===== config.mk =====
export PLATFORM = sky130hd
export DESIGN_NAME = pcap_stream_deframer_unit
export DESIGN_NICKNAME = d
export VERILOG_FILES = /design/src/sv/psd_pkg.sv /design/src/sv/psd_cfg_regs.sv /design/src/sv/psd_input_stage.sv /design/src/sv/psd_parser.sv /design/src/sv/pcap_stream_deframer_unit.sv
export VERILOG_INCLUDE_DIRS = /design/src /design/src/sv
export SDC_FILE = /design/constraint.sdc
export NUM_CORES = 1
export LEC_CHECK = 0
export BUFFER_PORTS_ARGS = -buffer_cell sky130_fd_sc_hd__buf_2
export CORE_MARGIN = 1
export CORE_UTILIZATION = 45
export DETAILED_ROUTE_END_ITERATION = 6
export RECOVER_POWER = 100
export SLEW_MARGIN = 20
export SYNTH_ARGS = -nofsm -noshare
export SYNTH_HDL_FRONTEND = slang
export SYNTH_SLANG_ARGS = --single-unit

===== constraint.sdc =====
create_clock -name clk -period 23.8 [get_ports clk]
set_input_delay 2.38 -clock clk [delete_from_list [all_inputs] [get_ports clk]]
set_output_delay 2.38 -clock clk [all_outputs]
set_load 0.02 [all_outputs]

===== src/sv/pcap_stream_deframer_unit_macros.svh =====
// Assertion macros used by the deframer parser.
`ifndef PCAP_STREAM_DEFRAMER_UNIT_MACROS_SVH
`define PCAP_STREAM_DEFRAMER_UNIT_MACROS_SVH

// Same-cycle implication, disabled during reset.
`define PSD_ASSERT_IMP(label, clk, rst, ante, cons) \
  label: assert property (@(posedge clk) disable iff (rst) (ante) |-> (cons)) \
    else $error("deframer assertion failed");

// Next-cycle implication, disabled during reset.
`define PSD_ASSERT_NXT(label, clk, rst, ante, cons) \
  label: assert property (@(posedge clk) disable iff (rst) (ante) |=> (cons)) \
    else $error("deframer assertion failed");

`endif


===== src/sv/psd_pkg.sv =====
// Types, codes and byte-order helpers for the capture stream deframer.
package psd_pkg;

  localparam int unsigned PADDR_W = 3;

  // Register index is paddr[2]; only index 0 exists.
  localparam logic REG_MAX_CAPTURE_LENGTH = 1'b0;
  localparam logic [15:0] MAX_CAPTURE_LENGTH_RESET = 16'hFFFF;

  localparam logic [31:0] MAGIC_PLAIN   = 32'hA1B2C3D4;
  localparam logic [31:0] MAGIC_SWAPPED = 32'hD4C3B2A1;

  localparam int unsigned HDR_DEPTH = 24;
  localparam logic [4:0] FILE_HDR_LAST = 5'd23;
  localparam logic [4:0] REC_HDR_LAST  = 5'd15;
  localparam logic [4:0] REC_HDR_BYTES = 5'd16;

  localparam logic [2:0] KIND_FILE_HDR   = 3'd0;
  localparam logic [2:0] KIND_BAD_MAGIC  = 3'd1;
  localparam logic [2:0] KIND_REC_HDR    = 3'd2;
  localparam logic [2:0] KIND_PAYLOAD    = 3'd3;
  localparam logic [2:0] KIND_BOGUS_LEN  = 3'd4;

  typedef struct packed {
    logic [7:0] data_byte;
    logic       start_of_file;
  } psd_byte_t;

  typedef struct packed {
    logic [2:0]  kind;
    logic [15:0] format_major;
    logic [15:0] format_minor;
    logic [31:0] snapshot_length;
    logic [31:0] link_type;
    logic [31:0] time_seconds;
    logic [31:0] time_micros;
    logic [31:0] included_length;
    logic [31:0] original_length;
    logic [7:0]  payload_byte;
    logic        last;
  } psd_result_t;

  // Handshake between the input register and the parser.
  typedef struct packed {
    logic valid;
    logic advance;
  } psd_stage_ctl_t;

  // Assemble a 32-bit field from four disk bytes, lowest address first.
  function automatic logic [31:0] get32(input logic [7:0] b0, input logic [7:0] b1,
                                        input logic [7:0] b2, input logic [7:0] b3,
                                        input logic swap);
    get32 = swap ? {b0, b1, b2, b3} : {b3, b2, b1, b0};
  endfunction

  function automatic logic [15:0] get16(input logic [7:0] b0, input logic [7:0] b1,
                                        input logic swap);
    get16 = swap ? {b0, b1} : {b1, b0};
  endfunction

endpackage


===== src/sv/psd_cfg_regs.sv =====
// APB register file holding the capture length limit.
module psd_cfg_regs (
  input  logic                        clk,
  input  logic                        rst,
  input  logic                        psel,
  input  logic                        penable,
  input  logic                        pwrite,
  input  logic [psd_pkg::PADDR_W-1:0] paddr,
  input  logic [31:0]                 pwdata,
  output logic [31:0]                 prdata,
  output logic                        pready,
  output logic [15:0]                 max_capture_length
);
  import psd_pkg::*;

  logic hit;

  assign hit    = (paddr[2] == REG_MAX_CAPTURE_LENGTH);
  assign pready = 1'b1;
  assign prdata = hit ? {16'b0, max_capture_length} : 32'b0;

  always_ff @(posedge clk) begin
    if (rst) begin
      max_capture_length <= MAX_CAPTURE_LENGTH_RESET;
    end else if (psel && penable && pwrite && pready && hit) begin
      max_capture_length <= pwdata[15:0];
    end
  end

endmodule


===== src/sv/psd_input_stage.sv =====
// Input register: holds one byte transaction until the parser takes it.
module psd_input_stage (
  input  logic                clk,
  input  logic                rst,
  input  logic                byte_valid,
  input  psd_pkg::psd_byte_t  byte_item,
  output logic                byte_stall,
  input  logic                advance,
  output psd_pkg::psd_stage_ctl_t ctl,
  output psd_pkg::psd_byte_t  s1_item
);
  import psd_pkg::*;

  logic s1_valid;

  // Stall only while the held byte cannot move on.
  assign byte_stall  = s1_valid && !advance;
  assign ctl.valid   = s1_valid;
  assign ctl.advance = advance;

  always_ff @(posedge clk) begin
    if (rst) begin
      s1_valid <= 1'b0;
    end else if (byte_valid && !byte_stall) begin
      s1_valid <= 1'b1;
    end else if (advance) begin
      s1_valid <= 1'b0;
    end
  end

  always_ff @(posedge clk) begin
    if (byte_valid && !byte_stall) begin
      s1_item <= byte_item;
    end
  end

endmodule


===== src/sv/psd_parser.sv =====
// Parse state, header byte store, field decode and result register.
`include "pcap_stream_deframer_unit_macros.svh"

module psd_parser (
  input  logic                    clk,
  input  logic                    rst,
  input  logic                    s1_valid,
  input  psd_pkg::psd_byte_t      s1_item,
  output logic                    advance,
  input  logic [15:0]             max_capture_length,
  output logic                    result_valid,
  output psd_pkg::psd_result_t    result_item,
  input  logic                    result_stall
);
  import psd_pkg::*;

  typedef enum logic [2:0] {
    PH_FILE_HDR = 3'd0,
    PH_REC_HDR  = 3'd1,
    PH_PAYLOAD  = 3'd2,
    PH_HALTED   = 3'd3,
    PH_IGNORE   = 3'd4
  } phase_t;

  phase_t      phase, phase_next, eff_phase;
  logic [4:0]  byte_count, count_next, eff_count;
  logic        swap_needed, swap_next, eff_swap;
  logic [15:0] payload_remaining, rem_next, eff_rem, rem_dec;
  logic [7:0]  header_bytes [HDR_DEPTH];
  logic [7:0]  hb [HDR_DEPTH];
  logic        hdr_wr;
  logic [31:0] magic, incl;
  logic        res_valid;
  psd_result_t res;

  assign advance = s1_valid && (!result_valid || !result_stall);

  always_comb begin
    // A start flag restarts the parser before this byte is used.
    eff_phase = s1_item.start_of_file ? PH_FILE_HDR : phase;
    eff_count = s1_item.start_of_file ? 5'd0 : byte_count;
    eff_swap  = s1_item.start_of_file ? 1'b0 : swap_needed;
    eff_rem   = s1_item.start_of_file ? 16'd0 : payload_remaining;

    hb = header_bytes;
    hb[eff_count] = s1_item.data_byte;

    phase_next = eff_phase;
    count_next = eff_count;
    swap_next  = eff_swap;
    rem_next   = eff_rem;
    hdr_wr     = 1'b0;
    res_valid  = 1'b0;
    res        = '0;
    magic      = get32(hb[0], hb[1], hb[2], hb[3], 1'b0);
    incl       = get32(hb[8], hb[9], hb[10], hb[11], eff_swap);
    rem_dec    = (eff_rem != 16'd0) ? eff_rem - 16'd1 : 16'd0;

    case (eff_phase)
      PH_FILE_HDR: begin
        hdr_wr = 1'b1;
        if (eff_count == FILE_HDR_LAST) begin
          count_next = 5'd0;
          res_valid  = 1'b1;
          swap_next  = (magic == MAGIC_SWAPPED);
          if (magic != MAGIC_SWAPPED && magic != MAGIC_PLAIN) begin
            res.kind   = KIND_BAD_MAGIC;
            phase_next = PH_IGNORE;
          end else begin
            res.kind            = KIND_FILE_HDR;
            res.format_major    = get16(hb[4], hb[5], swap_next);
            res.format_minor    = get16(hb[6], hb[7], swap_next);
            res.snapshot_length = get32(hb[16], hb[17], hb[18], hb[19], swap_next);
            res.link_type       = get32(hb[20], hb[21], hb[22], hb[23], swap_next);
            phase_next          = PH_REC_HDR;
          end
        end else begin
          count_next = eff_count + 5'd1;
        end
      end
      PH_REC_HDR: begin
        hdr_wr = 1'b1;
        if (eff_count == REC_HDR_LAST) begin
          count_next          = 5'd0;
          res_valid           = 1'b1;
          res.included_length = incl;
          if (incl > {16'b0, max_capture_length}) begin
            res.kind   = KIND_BOGUS_LEN;
            phase_next = PH_HALTED;
          end else begin
            res.kind            = KIND_REC_HDR;
            res.time_seconds    = get32(hb[0], hb[1], hb[2], hb[3], eff_swap);
            res.time_micros     = get32(hb[4], hb[5], hb[6], hb[7], eff_swap);
            res.original_length = get32(hb[12], hb[13], hb[14], hb[15], eff_swap);
            if (incl == 32'd0) begin
              res.last = 1'b1;
            end else begin
              rem_next   = incl[15:0];
              phase_next = PH_PAYLOAD;
            end
          end
        end else begin
          count_next = eff_count + 5'd1;
        end
      end
      PH_PAYLOAD: begin
        res_valid        = 1'b1;
        res.kind         = KIND_PAYLOAD;
        res.payload_byte = s1_item.data_byte;
        rem_next         = rem_dec;
        if (rem_dec == 16'd0) begin
          res.last   = 1'b1;
          phase_next = PH_REC_HDR;
          count_next = 5'd0;
        end
      end
      default: begin
      end
    endcase
  end

  always_ff @(posedge clk) begin
    if (advance && hdr_wr) begin
      header_bytes[eff_count] <= s1_item.data_byte;
    end
    if (advance) begin
      result_item <= res;
    end
    if (rst) begin
      phase             <= PH_FILE_HDR;
      byte_count        <= 5'd0;
      swap_needed       <= 1'b0;
      payload_remaining <= 16'd0;
      result_valid      <= 1'b0;
    end else if (advance) begin
      phase             <= phase_next;
      byte_count        <= count_next;
      swap_needed       <= swap_next;
      payload_remaining <= rem_next;
      result_valid      <= res_valid;
    end else if (!result_stall) begin
      result_valid <= 1'b0;
    end
  end

  `PSD_ASSERT_IMP(a_payload_nonzero, clk, rst, phase == PH_PAYLOAD, payload_remaining != 16'd0)
  `PSD_ASSERT_IMP(a_rec_count, clk, rst, phase == PH_REC_HDR, byte_count < REC_HDR_BYTES)
  `PSD_ASSERT_NXT(a_bad_magic_ignore, clk, rst, advance && res_valid && res.kind == KIND_BAD_MAGIC, phase == PH_IGNORE)

endmodule


===== src/sv/pcap_stream_deframer_unit.sv =====
// Top level of the capture file stream deframer.
//
//  channel  | direction | handshake                   | payload
//  ---------+-----------+-----------------------------+---------------------------
//  byte     | in        | byte_valid / byte_stall     | byte_item (psd_byte_t)
//  result   | out       | result_valid / result_stall | result_item (psd_result_t)
//  config   | in        | APB psel/penable/pwrite     | paddr, pwdata, prdata
//
// One byte transaction per cycle while result_stall is low; each taken byte goes
// into the input register, then is decoded into the result register.
// rst is synchronous: the parser restarts in file header collection, no result pending.
// A stalled result holds in the result register; one more byte waits in the input
// register, and byte_stall rises only when both are full.
// Bytes that give no result (header collection, halted or ignored streams) still pass
// through the same path.
module pcap_stream_deframer_unit (
  input  logic                        clk,
  input  logic                        rst,
  input  logic                        byte_valid,
  input  psd_pkg::psd_byte_t          byte_item,
  output logic                        byte_stall,
  output logic                        result_valid,
  output psd_pkg::psd_result_t        result_item,
  input  logic                        result_stall,
  input  logic                        psel,
  input  logic                        penable,
  input  logic                        pwrite,
  input  logic [psd_pkg::PADDR_W-1:0] paddr,
  input  logic [31:0]                 pwdata,
  output logic [31:0]                 prdata,
  output logic                        pready
);
  import psd_pkg::*;

  logic            advance;
  psd_stage_ctl_t  ctl;
  psd_byte_t       s1_item;
  logic [15:0]     max_capture_length;

  // Length limit register; write only while the stream is idle.
  psd_cfg_regs u_cfg (
    .clk                (clk),
    .rst                (rst),
    .psel               (psel),
    .penable            (penable),
    .pwrite             (pwrite),
    .paddr              (paddr),
    .pwdata             (pwdata),
    .prdata             (prdata),
    .pready             (pready),
    .max_capture_length (max_capture_length)
  );

  // Hold the incoming byte; release it when the parser advances.
  psd_input_stage u_in (
    .clk        (clk),
    .rst        (rst),
    .byte_valid (byte_valid),
    .byte_item  (byte_item),
    .byte_stall (byte_stall),
    .advance    (advance),
    .ctl        (ctl),
    .s1_item    (s1_item)
  );

  // Decode the held byte against the parse state and register the result.
  psd_parser u_parser (
    .clk                (clk),
    .rst                (rst),
    .s1_valid           (ctl.valid),
    .s1_item            (s1_item),
    .advance            (advance),
    .max_capture_length (max_capture_length),
    .result_valid       (result_valid),
    .result_item        (result_item),
    .result_stall       (result_stall)
  );

endmodule


==> out/metrics.csv <==
metric,value,unit
status,"complete, but fails checks",
failing checks,"max-capacitance violations, max-slew violations",
final wirelength,65540,µm
Netlist cell types,84,
"Clk Latency, worst-skew pair",0.62,ns
row count,83,
H-tree levels,2,
hpwl dp,41610,µm
XOR/XNOR Fraction of Synth Area,0.001106,
setup ws final,11.39,ns
total track usage,0.2378,
I/O Pins,322,
diodes inserted,0,
Pint,1.443,mW
RSZ-0062 raised after global routing,false,
dpl ws,17.08,ns
clock tree root driver cell,clkbuf_16,
vias per cell,5.867,
Die ar.,53740,µm²
largest family of logic cells by synthesized area,multiplexers,
"Cell Area, Synth",23770,µm²
Initial DRT Pass Iterations,6,
Die Height,231.8,µm
Max Slew Vio Count,791,
FF-to-FF setup slack,11.39,ns
total number of vias,17160,
number of global-route vias before repair,16280,
Synth Flop Type,edfxtp_1,
Final #Nets,2277,
"Avg Cell Area, Syn",12.01,µm²
clk buf depth,3,
Post-synth ARST share,0,
Adder-Cell Fraction of Synth Area,0.01211,
crit path max fanout,58,
Synth Warn #,0,
critical path required time,24.11,ns
Achievable Freq,0.08060,GHz
worst vdd ir,0.05813,mV
largest net degree at the start of global routing,121,
first-pass GRT wire length,97720,µm
post-cts sizing count,0,
Psw,0.4569,mW
drt wl/cell,22.41,µm
Final setup viols,0,
total CTS buffers,53,
Setup TNS,0,ns
hold crit path type,reg -> reg,
Starting Density,0.4595,
relative slew slack,-2.417,
Tightest Pin Transition,5.098,ns
port bufs,286,
ratio of cells with drive above 1 in the final layout,0.08018,
Clk pwr share,0.426,
final hold vios,0,
#FFs+latches synth,480,
Setup Buffers After CTS,0,
Clock transition at path regs,0.06,ns
max-cap violation count,14,
Post-Syn Instances,1978,
Switching Share,0.2405,
post-synthesis sequential area ratio,0.5884,
Setup CP Type,reg -> reg,
Final GP Congestion,0.8945,
initial antenna violation count,1,
clock sink total,480,
die width,231.8,µm
Final min period,12.41,ns
fin crit share,0.5213,
Seq pwr share,0.506,
DRC Markers,0,
Comb power frac,0.068,
mux cell area share after synthesis,0.1260,
CTS tree,yes,
crit start category,flip-flop,
Core ar.,51720,µm²
Area Growth Syn to Fin,13.45,%
Setup Skew,0.02510,ns
compound-gate portion of the synthesized area,0.1069,
Setup crit end kind,flip-flop,
hold_buf cts,0,
Power Dens Cells,70.45,nW/µm²
Critical Path AT,12.72,ns
Starting DRT DRC Count,1399,
post-route ant nets,0,
"EDFF count, synth",437,
LEAKAGE,8.490,nW
simple-gate portion of the synthesized area,0.1211,
gr ovfl total,0,
[kinds of logic (layout without fill, tap and decap cells)]
| group | count (synthesis) | in the layout |
|---|---|---|
| AND/OR/NAND/NOR | 602 | 602 |
| AO/OA/AOI/OAI | 340 | 340 |
| adder cells (fa/ha/maj) | 23 | 23 |
| multiplexers | 280 | 280 |
| XOR/XNOR | 3 | 3 |
| buffers and inverters | 248 | 500 |
| flip-flops | 480 | 480 |
| other | 2 | 17 |
[path summary, 6_finish.rpt]
kind	from	cells past startpoint	endpoint
hold reg to reg	u_parser.result_valid	2	u_parser.result_valid
setup reg to reg	u_in.s1_item[0]	13	u_parser.result_item[175]
hold / removal	u_parser.result_valid	2	u_parser.result_valid
setup / recovery	u_in.s1_item[0]	13	u_parser.result_item[175]
[routing by layer]
| metal | vias up | global-route usage | wire, µm |
|---|---|---|---|
| li1 | 7876 | - | - |
| met1 | 8581 | 0.3409 | 29390 |
| met2 | 596 | 0.3641 | 29880 |
| met3 | 109 | 0.04028 | 4425 |
| met4 | 0 | 0.08141 | 1845 |
| met5 | - | 0 | 0 |
[cell type report]
type	instances	area, µm²
fill	4694	24760
sequential	480	13980
multi-input combinational	1265	8803
clock buffer	60	1353
timing repair buffer	318	1297
tap	680	850.8
clock inverter	37	352.8
inverter	85	320.3
[cells in the mapped netlist (5+ instances only)]
library cell  count  area share
nand3b_1          5      0.0016
a211oi_1        100       0.032
mux2_2          154       0.073
o221a_2           6      0.0028
o21ai_0          49       0.010
or3_1            15      0.0039
ha_1             23       0.012
a211o_1          10      0.0037
a21o_1            7      0.0022
nand3_1          26      0.0055
and4_1            5      0.0018
edfxtp_1        437        0.55
dfxtp_1          43       0.036
buf_4            25      0.0079
nand2_1          79       0.012
nor4bb_1          5      0.0021
nand4_1          18      0.0047
a32oi_1           5      0.0018
inv_1            85       0.013
nand2b_1         11      0.0029
o22a_1           12      0.0044
nor2_1          307       0.048
nor4_1           22      0.0058
o21a_1            5      0.0016
clkbuf_1        117       0.018
o211ai_1         22      0.0069
and3_1            9      0.0024
o22ai_1          13      0.0034
o31a_1            5      0.0018
o2111a_1          5      0.0024
a22oi_1           7      0.0022
nor2b_1          14      0.0037
mux2i_1         126       0.053
o221ai_1         14      0.0052
buf_2            18      0.0038
or4_1             6      0.0019
and2_1           15      0.0039
nor3_1           36      0.0076
a21oi_1          22      0.0046
[registers in the layout (all words and copies together), names as in the netlist]
name                        flops
u_parser.result_item          236
u_parser.header_bytes         192
u_cfg.max_capture_length       16
u_parser.payload_remaining     16
u_in.s1_item                    9
u_parser.byte_count             5
u_parser.phase                  3
u_in.s1_valid                   1
u_parser.result_valid           1
u_parser.swap_needed            1
[worst max-delay path, stage by stage, from the launching register on]
cell      delay, ns
edfxtp_1       0.32
clkbuf_1       1.58
inv_1          1.06
nand2_1        0.38
ha_1           0.59
o21ai_0        0.78
mux2_1         0.68
nor4bb_1       0.35
nand4_1        0.31
nor2_4         0.17
clkbuf_1       2.33
clkbuf_1       2.94
mux2i_1        0.38
nor2_1         0.12
[per-stage QoR]
| step | instance area [µm²] | std cells | total power [mW] | utilization | hold WS (ns) |
|---|---|---|---|---|---|
| floorplan | 23820 | 1993 | 1.070 | - | 0.4572 |
| global placement | 25670 | 2828 | 1.107 | 0.4963 | 0.4874 |
| detailed placement | 25670 | 2828 | 1.108 | 0.4963 | 0.4969 |
| CTS | 27380 | 2925 | 1.918 | 0.5293 | 0.5079 |
| global route | 26960 | 2925 | 1.962 | 0.5213 | 0.5509 |
| finish | 26960 | 2925 | 1.899 | 0.5213 | 0.5125 |
[placed cells by master, fill, tap and decap left out, types with 6 or more instances in the layout]
cell	netlist	final
edfxtp_1	437	437
nor2_1	307	305
clkbuf_1	117	277
mux2i_1	126	126
mux2_1	0	115
a211oi_1	100	100
inv_1	85	84
nand2_1	79	79
clkbuf_16	0	53
o21ai_0	49	51
dfxtp_1	43	43
mux2_2	154	39
nor3_1	36	37
buf_2	18	32
nand3_1	26	26
nor4_1	22	23
ha_1	23	23
a21oi_1	22	22
o211ai_1	22	22
clkinv_1	0	20
nand4_1	18	18
conb_1	2	17
or3_1	15	15
buf_4	25	15
o221ai_1	14	14
nor2b_1	14	13
o22ai_1	13	13
o22a_1	12	12
nand2b_1	11	10
and3_1	9	9
a211o_1	10	9
and2_1	15	8
a21o_1	7	7
a22oi_1	7	7
and2_0	0	7
or4_1	6	6
[power by group through the flow]
stage	sequential [mW]	clock, mW	combinational, mW
finish	0.960	0.810	0.129
global route	0.963	0.860	0.139
CTS	0.955	0.827	0.136
detailed placement	0.973	0	0.136
global placement	0.973	0	0.134
floorplan	1.00	0	0.0686
Power figures use the tool's default switching activity.
